===== config.mk =====
export PLATFORM = sky130hd
export DESIGN_NAME = ipv4dq_parse_core
export DESIGN_NICKNAME = d
export VERILOG_FILES = /design/src/hw/rtl/ipv4dq_pkg.sv /design/src/hw/rtl/ipv4dq_parse_core.sv
export SDC_FILE = /design/constraint.sdc
export NUM_CORES = 1
export LEC_CHECK = 0
export BUFFER_PORTS_ARGS = -buffer_cell sky130_fd_sc_hd__buf_2
export CAP_MARGIN = 40
export CORE_UTILIZATION = 55
export DETAILED_ROUTE_END_ITERATION = 10
export PLACE_DENSITY_LB_ADDON = 0.2
export SYNTH_ARGS = -nofsm -noshare
export SYNTH_HDL_FRONTEND = slang
export SYNTH_SLANG_ARGS = --single-unit

===== constraint.sdc =====
create_clock -name clock -period 2.95 [get_ports clock]
set_input_delay 0.59 -clock clock [delete_from_list [all_inputs] [get_ports clock]]
set_output_delay 0.59 -clock clock [all_outputs]
set_load 0.02 [all_outputs]

===== src/hw/rtl/ipv4dq_pkg.sv =====
// ============================================================================
// ipv4dq_pkg
// Types and constants shared by the dotted-quad IPv4 address parser.
// ============================================================================
package ipv4dq_pkg;

   localparam int CharWidth    = 8;
   localparam int AccWidth     = 10;
   localparam int CountWidth   = 2;
   localparam int UpperWidth   = 24;
   localparam int AddressWidth = 32;

   localparam logic [CharWidth-1:0]  CHAR_END  = 8'h00;
   localparam logic [CharWidth-1:0]  CHAR_DOT  = 8'h2E;
   localparam logic [CharWidth-1:0]  CHAR_ZERO = 8'h30;
   localparam logic [CharWidth-1:0]  CHAR_NINE = 8'h39;

   localparam logic [AccWidth-1:0]   OCTET_MAX   = 10'd255;
   localparam logic [AccWidth-1:0]   ACC_LIMIT   = 10'd999;
   localparam logic [CountWidth-1:0] DIGIT_LIMIT = 2'd3;
   localparam logic [CountWidth-1:0] LAST_OCTET  = 2'd3;

   typedef struct packed {
      logic [CharWidth-1:0] ch;
   } req_payload_type;

   typedef struct packed {
      logic                    valid_res;
      logic [AddressWidth-1:0] address;
   } rsp_payload_type;

   typedef struct packed {
      logic                 valid;
      logic [CharWidth-1:0] ch;
   } char_stage_type;

   typedef struct packed {
      logic            valid;
      rsp_payload_type payload;
   } result_stage_type;

endpackage


===== src/hw/rtl/ipv4dq_parse_core.sv =====
// ============================================================================
// ipv4dq_parse_core
// Per-character parse state and its combinational next-state update, and the formation
// of the result when the end byte arrives.
// ============================================================================
module ipv4dq_parse_core (
   input  logic                         clock,
   input  logic                         reset,
   input  ipv4dq_pkg::char_stage_type   stage,
   input  logic                         slot_free,
   output logic                         advance,
   output ipv4dq_pkg::result_stage_type result
);

   logic [ipv4dq_pkg::CountWidth-1:0] octet_index_ff, octet_index_in;
   logic [ipv4dq_pkg::CountWidth-1:0] digit_count_ff, digit_count_in;
   logic [ipv4dq_pkg::AccWidth-1:0]   accumulator_ff, accumulator_in;
   logic [ipv4dq_pkg::UpperWidth-1:0] upper_octets_ff, upper_octets_in;
   logic                              bad_ff, bad_in;

   logic                              is_end;
   logic                              is_digit;
   logic                              is_dot;
   logic [3:0]                        digit_offset;
   logic [ipv4dq_pkg::AccWidth-1:0]   acc_times_ten;
   logic                              ok;

   assign is_end   = (stage.ch == ipv4dq_pkg::CHAR_END);
   assign is_digit = (stage.ch >= ipv4dq_pkg::CHAR_ZERO) &&
                     (stage.ch <= ipv4dq_pkg::CHAR_NINE);
   assign is_dot   = (stage.ch == ipv4dq_pkg::CHAR_DOT);

   assign advance  = stage.valid && (!is_end || slot_free);

   assign digit_offset  = stage.ch[3:0] - ipv4dq_pkg::CHAR_ZERO[3:0];
   assign acc_times_ten = {accumulator_ff[ipv4dq_pkg::AccWidth-4:0], 3'b000} +
                          {accumulator_ff[ipv4dq_pkg::AccWidth-2:0], 1'b0};

   assign ok = !bad_ff && (octet_index_ff == ipv4dq_pkg::LAST_OCTET) &&
               (digit_count_ff != '0) && (accumulator_ff <= ipv4dq_pkg::OCTET_MAX);

   always_comb begin
      octet_index_in  = octet_index_ff;
      digit_count_in  = digit_count_ff;
      accumulator_in  = accumulator_ff;
      upper_octets_in = upper_octets_ff;
      bad_in          = bad_ff;
      if (is_end) begin
         octet_index_in  = '0;
         digit_count_in  = '0;
         accumulator_in  = '0;
         upper_octets_in = '0;
         bad_in          = 1'b0;
      end else if (!bad_ff) begin
         if (is_digit) begin
            if (digit_count_ff >= ipv4dq_pkg::DIGIT_LIMIT) begin
               bad_in = 1'b1;
            end else begin
               accumulator_in = acc_times_ten + {6'd0, digit_offset};
               digit_count_in = digit_count_ff + 2'd1;
            end
         end else if (is_dot) begin
            if ((digit_count_ff == '0) || (accumulator_ff > ipv4dq_pkg::OCTET_MAX) ||
                (octet_index_ff >= ipv4dq_pkg::LAST_OCTET)) begin
               bad_in = 1'b1;
            end else begin
               upper_octets_in = {upper_octets_ff[15:0], accumulator_ff[7:0]};
               octet_index_in  = octet_index_ff + 2'd1;
               digit_count_in  = '0;
               accumulator_in  = '0;
            end
         end else begin
            bad_in = 1'b1;
         end
      end
   end

   always_ff @(posedge clock) begin
      if (reset) begin
         octet_index_ff  <= '0;
         digit_count_ff  <= '0;
         accumulator_ff  <= '0;
         upper_octets_ff <= '0;
         bad_ff          <= 1'b0;
      end else if (advance) begin
         octet_index_ff  <= octet_index_in;
         digit_count_ff  <= digit_count_in;
         accumulator_ff  <= accumulator_in;
         upper_octets_ff <= upper_octets_in;
         bad_ff          <= bad_in;
      end
   end

   assign result.valid             = advance && is_end;
   assign result.payload.valid_res = ok;
   assign result.payload.address   = ok ? {upper_octets_ff, accumulator_ff[7:0]} : '0;

   // An empty octet must never carry a value.
   a_empty_octet_zero: assert property (@(posedge clock) disable iff (reset)
      (digit_count_ff == '0) |-> (accumulator_ff == '0))
      else $error("accumulator non-zero with no digits");

   a_acc_range: assert property (@(posedge clock) disable iff (reset)
      accumulator_ff <= ipv4dq_pkg::ACC_LIMIT)
      else $error("accumulator out of range");

   a_clear_after_end: assert property (@(posedge clock) disable iff (reset)
      (advance && is_end) |=> (octet_index_ff == '0 && digit_count_ff == '0 &&
                               upper_octets_ff == '0 && !bad_ff))
      else $error("state not cleared after end byte");

   a_result_needs_slot: assert property (@(posedge clock) disable iff (reset)
      result.valid |-> slot_free)
      else $error("result produced without a free output slot");

   a_invalid_zero_address: assert property (@(posedge clock) disable iff (reset)
      (result.valid && !result.payload.valid_res) |-> (result.payload.address == '0))
      else $error("invalid result carries a non-zero address");

endmodule


==> results.py, run 1 <==
metrics = {
    "finish": {
        "multi_input_area_um2": 1370,
        "final_nets": 348,
        "drive_gt1_share_pct": 20.4,
        "nFillCells": 367,
        "finish.instance_area_um2": 2600,
        "area_growth_pct": 14.2,
        "seqCellArea_um2": 781,
        "diodes": 0,
    },
    "outcome": {
        "outcome": "finished clean",
    },
    "place": {
        "portBuffers": 46,
        "post_dp_cell_area_um2": 2520,
        "dp_hpwl_mm": 3.51,
        "gp_congestion": 0.774,
    },
    "sta": {
        "skew_ps": 5.96,
        "fin_crit_sh_pct": 90.7,
        "slew_violations": 0,
        "relSlewSlack_pct": 42.6,
        "max_freq_ghz": 0.374,
        "setup_viol": 0,
        "worst_pin_slew_ps": 861,
        "finalHoldViolCount": 0,
        "rsz0062_at_grt": "no",
        "fin_crit_ps": 2680,
        "fin_tns_setup_ps": 0,
    },
    "floorplan": {
        "ios": 47,
        "initial_core_util_pct": 57.0,
        "core_um2": 4000,
        "dieArea_um2": 4400,
        "die-height_um": 66.4,
        "fp.dieW_um": 66.4,
        "rows": 23,
    },
    "job": {
        "max-cap-violations": 0,
    },
    "routing": {
        "drcViolationCount": 0,
        "ant_nets": 0,
        "vias": 2021,
        "dr.first_iter.drc_count": 140,
        "wl_per_cell_um": 13.2,
        "via_per_inst": 5.49,
        "drt-total-wl_mm": 4.87,
        "firstDrtPassIters": 4,
    },
    "clock_tree": {
        "cts_sinks": 39,
        "postCtsSetupBuffers": 0,
        "clk_latency_ps": 290,
        "htreeDepth": 2,
        "ctsHoldBuffers": 0,
        "numCtsBuffers": 5,
        "clk_pin_slew_worst_paths_ps": 70,
        "root_buffer": "clkbuf_8",
        "cts_tree": "built",
        "cts_resized": 0,
        "cts.path.max_buffers": 2,
    },
    "min_path": {
        "min_path_type": "register to register",
    },
    "grt": {
        "grt_use_total_pct": 23.4,
        "grt_max_degree": 32,
        "grt_pass1_vias": 1741,
        "grt_pass1_wl_mm": 7.89,
        "overflow": 0,
        "grt_antenna_before_repair": 0,
    },
    "synth": {
        "syn_nets": 308,
        "synth.distinct_cells": 41,
        "syn_inst": 277,
        "netlist_area_um2": 2280,
        "ys_seq_elements": 39,
        "yosys_warnings": 0,
        "ys_seq_area_share_pct": 34.3,
        "syn_area_per_cell_um2": 8.23,
    },
    "worst_setup_path": {
        "crit_buf_inv": 3,
        "crit_path_max_fanout": 23,
        "critPathKind": "register to output pin",
        "reg2reg_slack_ps": 390,
        "cpPeakStageDelay_ps": 390,
        "crit_family": "simple AND/OR/NAND/NOR gates",
        "crit_chain": "inv_1, ha_1, or3_1, nor3b_2, buf_4, and2_1, buf_2",
        "start_kind": "register",
        "cp_data_arrival_time_ps": 2090,
        "required_ps": 2360,
        "worstSetupEndpointType": "output pin",
        "crit_slowest_cell": "or3_1",
    },
    "power": {
        "leakage_nw": 1.21,
        "vdd_drop_max_v": 0.000313,
        "p_sw_mw": 0.206,
        "p_comb_share_pct": 4.5,
        "cellPowerDensity_nw_per_um2": 351,
        "seqPwrFrac_pct": 57.8,
        "clkPwrFrac_pct": 37.6,
        "intPower_mw": 0.707,
        "p_sw_share_pct": 22.6,
    },
}
-- cell usage in the layout, fill, tap and decap left out, types with 2 or more instances in the layout --
cell and instances:
nor2_1 3, o2111ai_1 2, buf_4 4, o21ai_0 2
nand2b_1 2, a21oi_1 30, dfxtp_1 39, fa_1 2
mux2i_1 9, or3_1 3, buf_2 46, nand3_1 28
nor3_1 3, inv_1 12, xor2_1 3, a32o_1 2
or4_4 2, clkbuf_8 5, ha_1 17, and2_1 33
xnor2_1 5, nand2_1 45
-- sequential cells by signal, indices dropped and copies added (netlist names) --
| signal | cells |
|---|---|
| accumulator_ff | 10 |
| digit_count_ff | 2 |
| octet_index_ff | 2 |
| upper_octets_ff | 24 |
| bad_ff | 1 |
-- Yosys cell counts (all sizes together) --
library cell	instances	area (µm²)
nand2	46	175
dfxtp	39	781
and2	33	206
a21oi	30	150
nand3	28	140
ha	17	213
inv	12	45.0
clkbuf	9	33.8
mux2i	9	90.1
buf	8	55.1
xnor2	5	43.8
nor2	3	11.3
nor3	3	15.0
or3	3	18.8
xor2	3	26.3
a32o	2	20.0
fa	2	40.0
nand2b	2	12.5
nor4b	2	23.8
o2111ai	2	17.5
o21a	2	22.5
o21ai	2	10.0
or4	2	22.5
a211oi	1	7.51
a21o	1	7.51
a22o	1	8.76
clkinv	1	3.75
nand4b	1	8.76
nor3b	1	7.51
nor4	1	12.5
o211ai	1	7.51
o21bai	1	7.51
o311a	1	10.0
o31a	1	8.76
or2	1	6.26
or3b	1	8.76
-- power by group through the flow --
stage                     Sequential [mW]  Combinational (mW)  Clock, mW
after global placement              0.541              0.0410          0
after floorplan                     0.540              0.0252          0
after CTS                           0.528              0.0419      0.352
after global routing                0.528              0.0463      0.373
after detailed placement            0.541              0.0417          0
final                               0.528              0.0415      0.344
-- path summary, 6_finish.rpt --
| check | from | to | depth (start not counted) |
|---|---|---|---|
| max | digit_count_ff[0] | result[10] | 7 |
| min | upper_octets_ff[21] | upper_octets_ff[21] | 2 |
| max reg2reg | digit_count_ff[0] | upper_octets_ff[10] | 7 |
| min reg2reg | upper_octets_ff[21] | upper_octets_ff[21] | 2 |
-- worst reg2reg max path: cells and delay by family (launching register included) --
family,cells,cell delay (ps)
flip-flops,1,330
AO/OA/AOI/OAI,1,180
adder cells (fa/ha/maj),1,190
buffers and inverters,1,70
AND/OR/NAND/NOR,4,1730
-- cell type report --
class,count,area share (%)
clock buffer,6,2.79
clock inverter,2,0.481
inverter,13,1.87
multi-input combinational,208,52.5
sequential,39,30.0
tap,50,2.40
timing repair buffer,50,10.0
-- cells by family (layout without fill, tap and decap cells) --
family	Yosys count	after routing	share of synthesized area (%)
AO/OA/AOI/OAI	45	45	12.2
flip-flops	39	39	34.3
buffers and inverters	30	71	6.04
XOR/XNOR	8	8	3.08
multiplexers	9	9	3.95
adder cells (fa/ha/maj)	19	19	11.1
AND/OR/NAND/NOR	127	127	29.4
-- metal layers --
layer	share of wire (%)	routed length, µm	up-vias	GRT usage (%)
met5	0	0	-	0
met1	50	2430	935	32.6
li1	-	-	1025	-
met3	4.7	230	2	4.14
met4	0.35	17	0	6.91
met2	45	2190	59	36.5
-- through the flow --
step                hold WS [ps]  util [%]  worst slack, ps  power [mW]  std cells
finish                       459      65.1              274       0.914        368
global route                 478      65.1              167       0.948        368
CTS                          461      65.1              267       0.922        368
detailed placement           451      62.9              135       0.582        360
global placement             447      62.9              211       0.582        360
floorplan                    439         -              406       0.565        277
No activity file was read; power rests on OpenSTA's default activity.
==> inputs of run 2 (changes only) <==
==> constraint.sdc (replaced) <==
create_clock -name clock -period 2.95 [get_ports clock]
set_input_delay 0.59 -clock clock [delete_from_list [all_inputs] [get_ports clock]]
set_output_delay 0.59 -clock clock [all_outputs]
set_load 0.1 [all_outputs]
==> run 2 against run 1 <==
  * Global-route usage rose by 2.9 points
  * Non-clock buffer count did not move
  * Register-to-register slack got worse by 20 ps
  * Clock power rose by 16%
  * Sequential power barely moved
  * First-iteration DRC count rose by 1.4%
  * Count of clock-buffer cells in the layout rose by 2
  * Fmax fell by 4.7%
  * Routed wire length rose by 11%
  * Design area rose by 20%
  * Combinational power rose by 13%
  * Flip-flop and latch count did not move
  * Critical path type unchanged
  * Critical endpoint is now result[12]
  * Largest cell class unchanged
==> results.py, run 2 (same netlist as run 1, synthesis figures left out) <==
metrics = {
    "outcome": {
        "outcome": "finished clean",
    },
    "power": {
        "cellPowerDensity_nw_per_um2": 313,
        "power.total_mw": 0.973,
        "leakage_nw": 1.30,
        "vdd_drop_max_v": 0.000289,
    },
    "clock_tree": {
        "clk_latency_ps": 300,
        "numCtsBuffers": 5,
        "clk_pin_slew_worst_paths_ps": 70,
        "cts_resized": 0,
        "cts_tree": "built",
        "cts_sinks": 39,
        "postCtsSetupBuffers": 0,
        "root_buffer": "clkbuf_8",
        "cts.path.max_buffers": 2,
        "htreeDepth": 2,
        "ctsHoldBuffers": 0,
    },
    "finish": {
        "area_growth_pct": 36.6,
        "final_nets": 348,
        "regMostFlops": "upper_octets_ff",
        "drive_gt1_share_pct": 20.4,
        "final_common_cell": "nand2_1",
        "largest_reg_flops": 24,
        "diodes": 0,
        "reg_top3": "upper_octets_ff (24), accumulator_ff (10)",
        "final_util_pct": 77.8,
        "mostFrequentLayoutCells": "nand2_1, dfxtp_1, and2_1, buf_12, a21oi_1",
    },
    "min_path": {
        "min_path_type": "register to register",
        "hold_path_depth": 2,
        "holdPathEnd": "upper_octets_ff[19]",
        "hp-start": "upper_octets_ff[19]",
    },
    "grt": {
        "grt_use_total_pct": 26.3,
        "grt_pass1_vias": 1852,
        "grt_max_degree": 32,
        "overflow": 0,
        "grt_pass1_wl_mm": 8.76,
        "grt_antenna_before_repair": 0,
    },
    "sta": {
        "max_freq_ghz": 0.356,
        "fin_ws_ps": 142,
        "finalHoldViolCount": 0,
        "setup_viol": 0,
        "skew_ps": 5.65,
        "fin_crit_sh_pct": 95.2,
        "worst_pin_slew_ps": 867,
        "fin_crit_ps": 2810,
        "slew_violations": 0,
        "relSlewSlack_pct": 42.2,
        "rsz0062_at_grt": "no",
        "fin_tns_setup_ps": 0,
    },
    "routing": {
        "via_per_inst": 5.64,
        "ant_nets": 0,
        "drt-total-wl_mm": 5.39,
        "drcViolationCount": 0,
        "wl_per_cell_um": 14.7,
        "vias": 2074,
        "firstDrtPassIters": 4,
        "dr.first_iter.drc_count": 142,
    },
    "floorplan": {
        "die-height_um": 66.4,
        "ios": 47,
        "fp.dieW_um": 66.4,
        "initial_core_util_pct": 57.0,
        "rows": 23,
        "dieArea_um2": 4400,
        "core_um2": 4000,
    },
    "worst_setup_path": {
        "cp_data_arrival_time_ps": 2220,
        "crit_path_max_fanout": 16,
        "rr_worst_depth": 9,
        "critPathKind": "register to output pin",
        "worstSetupEndpointType": "output pin",
        "start_kind": "register",
        "r2r_end": "accumulator_ff[8]",
        "required_ps": 2360,
        "reg2reg_slack_ps": 370,
        "r2r_start": "accumulator_ff[2]",
    },
    "place": {
        "post-place-ws_ps": 142,
        "portBuffers": 46,
        "gp_congestion": 0.803,
        "dp_hpwl_mm": 4.00,
    },
    "job": {
        "max-cap-violations": 0,
    },
}
[run 2: cell count changes in the layout (fill, tap and decap cells not counted)]
cell	previous run	this run
buf_12	0	33
clkinvlp_4	1	0
clkbuf_8	5	7
buf_2	46	13
clkinv_2	1	0
[run 2: how the worst max path moves through the flow]
stage | start | end | slack [ps] | cells past startpoint
final | digit_count_ff[1] | result[12] | 140 | 7
after detailed placement | stage[3] | accumulator_ff[8] | 140 | 10
after global routing | digit_count_ff[1] | result[28] | 0.9 | 7
after CTS | digit_count_ff[1] | result[19] | 140 | 7
after global placement | stage[3] | accumulator_ff[8] | 220 | 10
after floorplan | digit_count_ff[0] | result[22] | 80 | 6
[run 2: power by group]
part	leakage (nW)	switching, mW	internal, mW	total [mW]
Clock	0.0515	0.185	0.213	0.398
Combinational	0.934	0.0315	0.0152	0.0467
Sequential	0.314	0.00114	0.527	0.528
Total	1.30	0.218	0.756	0.973
[run 2: stage by stage]
stage | area [µm²] | std cells | hold slack, ps
after CTS | 3110 | 368 | 460
final | 3110 | 368 | 459
after global placement | 3010 | 360 | 446
after detailed placement | 3010 | 360 | 451
after global routing | 3110 | 368 | 497
after floorplan | 2280 | 277 | 439
[run 2: area by class of cell]
| type | count | area [µm²] |
|---|---|---|
| fill | 274 | 887 |
| inverter | 13 | 48.8 |
| sequential | 39 | 781 |
| tap | 50 | 62.6 |
| multi-input combinational | 208 | 1370 |
| timing repair buffer | 50 | 756 |
| clock buffer | 8 | 100 |
[run 2: worst max-delay path, cell delays in order (launching register included)]
cell and delay, ps:
dfxtp_1 380, inv_1 60, ha_1 160, or3_1 360, nor3b_2 320, buf_4 260
and2_1 200, buf_12 180
[run 2: per-layer routing]
layer	vias up	part of all wire (%)	track usage, %
met5	-	0	0
met4	0	1.8	9.84
met3	9	4.4	4.31
met2	59	48	40.9
met1	975	46	36.1
li1	1031	-	-
==> inputs of run 3 (changes only) <==
ABC_AREA = 1   (was default)
==> run 3 against run 2 <==
  * Sequential power grew 0.9%
  * Largest cell class unchanged
  * Flip-flop and latch count unchanged
  * Critical endpoint is now result[17]
  * Via count is 33% higher
  * First-iteration DRC count rose by 70%
  * Critical path depth increased by 2
  * Non-clock buffer count down 1
  * Core utilization fell by 2.8 points
  * Synthesized cell count rose by 52%
  * Highest routed layer unchanged
  * Global-route usage is 2.2 points higher
  * Count of clock-buffer cells in the layout shrank 3
==> results.py, run 3 <==
metrics = {
    "synth": {
        "netlist_area_um2": 2810,
        "ys_seq_area_share_pct": 27.8,
        "syn_nets": 452,
        "netlist_top_cells_area": "dfxtp_1, nor2_1, nand3_1, nand2_1, inv_1",
        "synth.most_common_cell": "nor2_1",
        "synth.distinct_cells": 29,
        "syn_inst": 421,
        "yosys_warnings": 0,
        "yosysTopAreaCellShare_pct": 27.8,
        "synth_ff_type": "dfxtp_1",
        "syn_area_per_cell_um2": 6.68,
        "ys_seq_elements": 39,
        "synth.largest_area_cell": "dfxtp_1",
        "synth-edff-count": 0,
        "synthTopCellsByCount": "nor2_1, nand2_1, inv_1",
        "async_reset_ff_share_pct": 0,
    },
    "place": {
        "portBuffers": 46,
        "dp_hpwl_mm": 5.17,
        "gp_congestion": 0.866,
        "placedCellCount": 522,
    },
    "worst_setup_path": {
        "rr_worst_depth": 11,
        "r2r_start": "accumulator_ff[0]",
        "cp_data_arrival_time_ps": 2150,
        "crit_path_max_fanout": 23,
        "reg2reg_slack_ps": 720,
        "cpPeakStageDelay_ps": 350,
        "critPathKind": "register to output pin",
        "r2r_end": "accumulator_ff[6]",
        "required_ps": 2360,
        "crit_chain": "inv_1, ha_1, nor2_1, nand2_1, nor3_2, inv_2, buf_4, nor2_1, buf_12",
        "start_kind": "register",
        "crit_path_frequent_cell": "nor2_1",
        "crit_slowest_cell": "dfxtp_1",
        "worstSetupEndpointType": "output pin",
    },
    "floorplan": {
        "dieArea_um2": 5400,
        "core_um2": 4820,
        "fp.dieW_um": 73.5,
        "rows": 25,
        "initial_core_util_pct": 58.4,
        "ios": 47,
        "die-height_um": 73.5,
    },
    "sta": {
        "relSlewSlack_pct": 68.0,
        "skew_ps": 9.78,
        "fin_crit_sh_pct": 93.0,
        "worst_pin_slew_ps": 484,
        "setup_viol": 0,
        "slew_violations": 0,
        "rsz0062_at_grt": "no",
        "fin_crit_ps": 2740,
        "max_freq_ghz": 0.365,
        "finalHoldViolCount": 0,
        "fin_tns_setup_ps": 0,
    },
    "clock_tree": {
        "postCtsSetupBuffers": 0,
        "htreeDepth": 2,
        "root_buffer": "clkbuf_8",
        "cts_resized": 0,
        "cts_sinks": 39,
        "clk_pin_slew_worst_paths_ps": 80,
        "cts.path.max_buffers": 2,
        "clk_latency_ps": 300,
        "numCtsBuffers": 5,
        "ctsHoldBuffers": 0,
        "cts_tree": "built",
    },
    "power": {
        "leakage_nw": 1.53,
        "vdd_drop_max_v": 0.000252,
        "cellPowerDensity_nw_per_um2": 298,
    },
    "grt": {
        "grt_use_total_pct": 28.5,
        "grt_pass1_wl_mm": 11.8,
        "overflow": 0,
        "grt_max_degree": 27,
        "grt_antenna_before_repair": 0,
        "grt_pass1_vias": 2577,
    },
    "min_path": {
        "hp-start": "upper_octets_ff[19]",
        "holdPathEnd": "upper_octets_ff[19]",
        "hold_path_depth": 2,
        "min_path_type": "register to register",
    },
    "routing": {
        "drcViolationCount": 0,
        "dr.first_iter.drc_count": 241,
        "ant_nets": 0,
        "drt-total-wl_mm": 6.87,
        "via_per_inst": 5.20,
        "firstDrtPassIters": 4,
        "vias": 2758,
        "wl_per_cell_um": 13.0,
    },
    "job": {
        "max-cap-violations": 0,
    },
    "finish": {
        "regMostFlops": "upper_octets_ff",
        "final_nets": 493,
        "largest_reg_flops": 24,
        "diodes": 0,
        "area_growth_pct": 28.5,
        "instances_no_fill": 530,
        "mostFrequentLayoutCells": "nor2_1, nand2_1, inv_1",
        "nFillCells": 395,
        "reg_top3": "upper_octets_ff (24), accumulator_ff (10)",
        "drive_gt1_share_pct": 27.0,
    },
    "outcome": {
        "outcome": "finished clean",
    },
}
==> run 3: cells by family after synthesis <==
group           share of synthesized area [%]
fa+ha+maj                                8.99
simple gates                             39.5
buf+inv                                  13.9
compound gates                           9.88
flops                                    27.8
==> run 3: final cells by class <==
class                      instances  area, µm²  area share, %
clock buffer                       5       68.8           1.90
clock inverter                     3       43.8           1.21
inverter                          74        285           7.89
multi-input combinational        293       1650           45.6
sequential                        39        781           21.6
tap                               67       83.8           2.32
timing repair buffer              49        703           19.5
==> run 3: worst max-delay path, delay by kind of cell (launching register included) <==
kind / cells / cell delay [ps]
simple gates: 4 / 640
buf+inv: 4 / 660
fa+ha+maj: 1 / 210
flops: 1 / 350
==> run 3: per-stage QoR <==
| step | power (mW) | util [%] | setup WS (ps) | area, µm² | hold WS [ps] |
|---|---|---|---|---|---|
| 3_5_place_dp | 0.639 | 72.5 | 374 | 3490 | 456 |
| 5_1_grt | 1.11 | 75.0 | 64.1 | 3610 | 480 |
| 3_3_place_gp | 0.636 | 72.5 | 414 | 3490 | 452 |
| 6_report | 1.08 | 75.0 | 208 | 3610 | 469 |
| 4_1_cts | 1.08 | 74.9 | 54.2 | 3610 | 471 |
| 2_1_floorplan | 0.612 | - | -111 | 2810 | 444 |
==> run 3: report_power, final <==
part	total, mW	internal, mW	switching (mW)
clock network	0.450	0.252	0.198
logic	0.0954	0.0261	0.0693
registers	0.533	0.529	0.00427
==> run 3: worst max-delay path by stage <==
stage	to	startpoint	slack (ps)
6_report	result[17]	digit_count_ff[0]	210
5_1_grt	result[17]	digit_count_ff[0]	60
4_1_cts	result[17]	digit_count_ff[0]	50
3_5_place_dp	accumulator_ff[6]	stage[3]	370
3_3_place_gp	accumulator_ff[6]	stage[3]	410
2_1_floorplan	result[10]	digit_count_ff[0]	-110
==> run 3: layer usage <==
| layer | GRT usage, % | vias to the layer above | share of wire (%) |
|---|---|---|---|
| li1 | - | 1388 | - |
| met1 | 37.6 | 1280 | 44 |
| met2 | 47.1 | 79 | 49 |
| met3 | 4.12 | 11 | 5.2 |
| met4 | 10.7 | 0 | 1.7 |
| met5 | 0 | - | 0 |
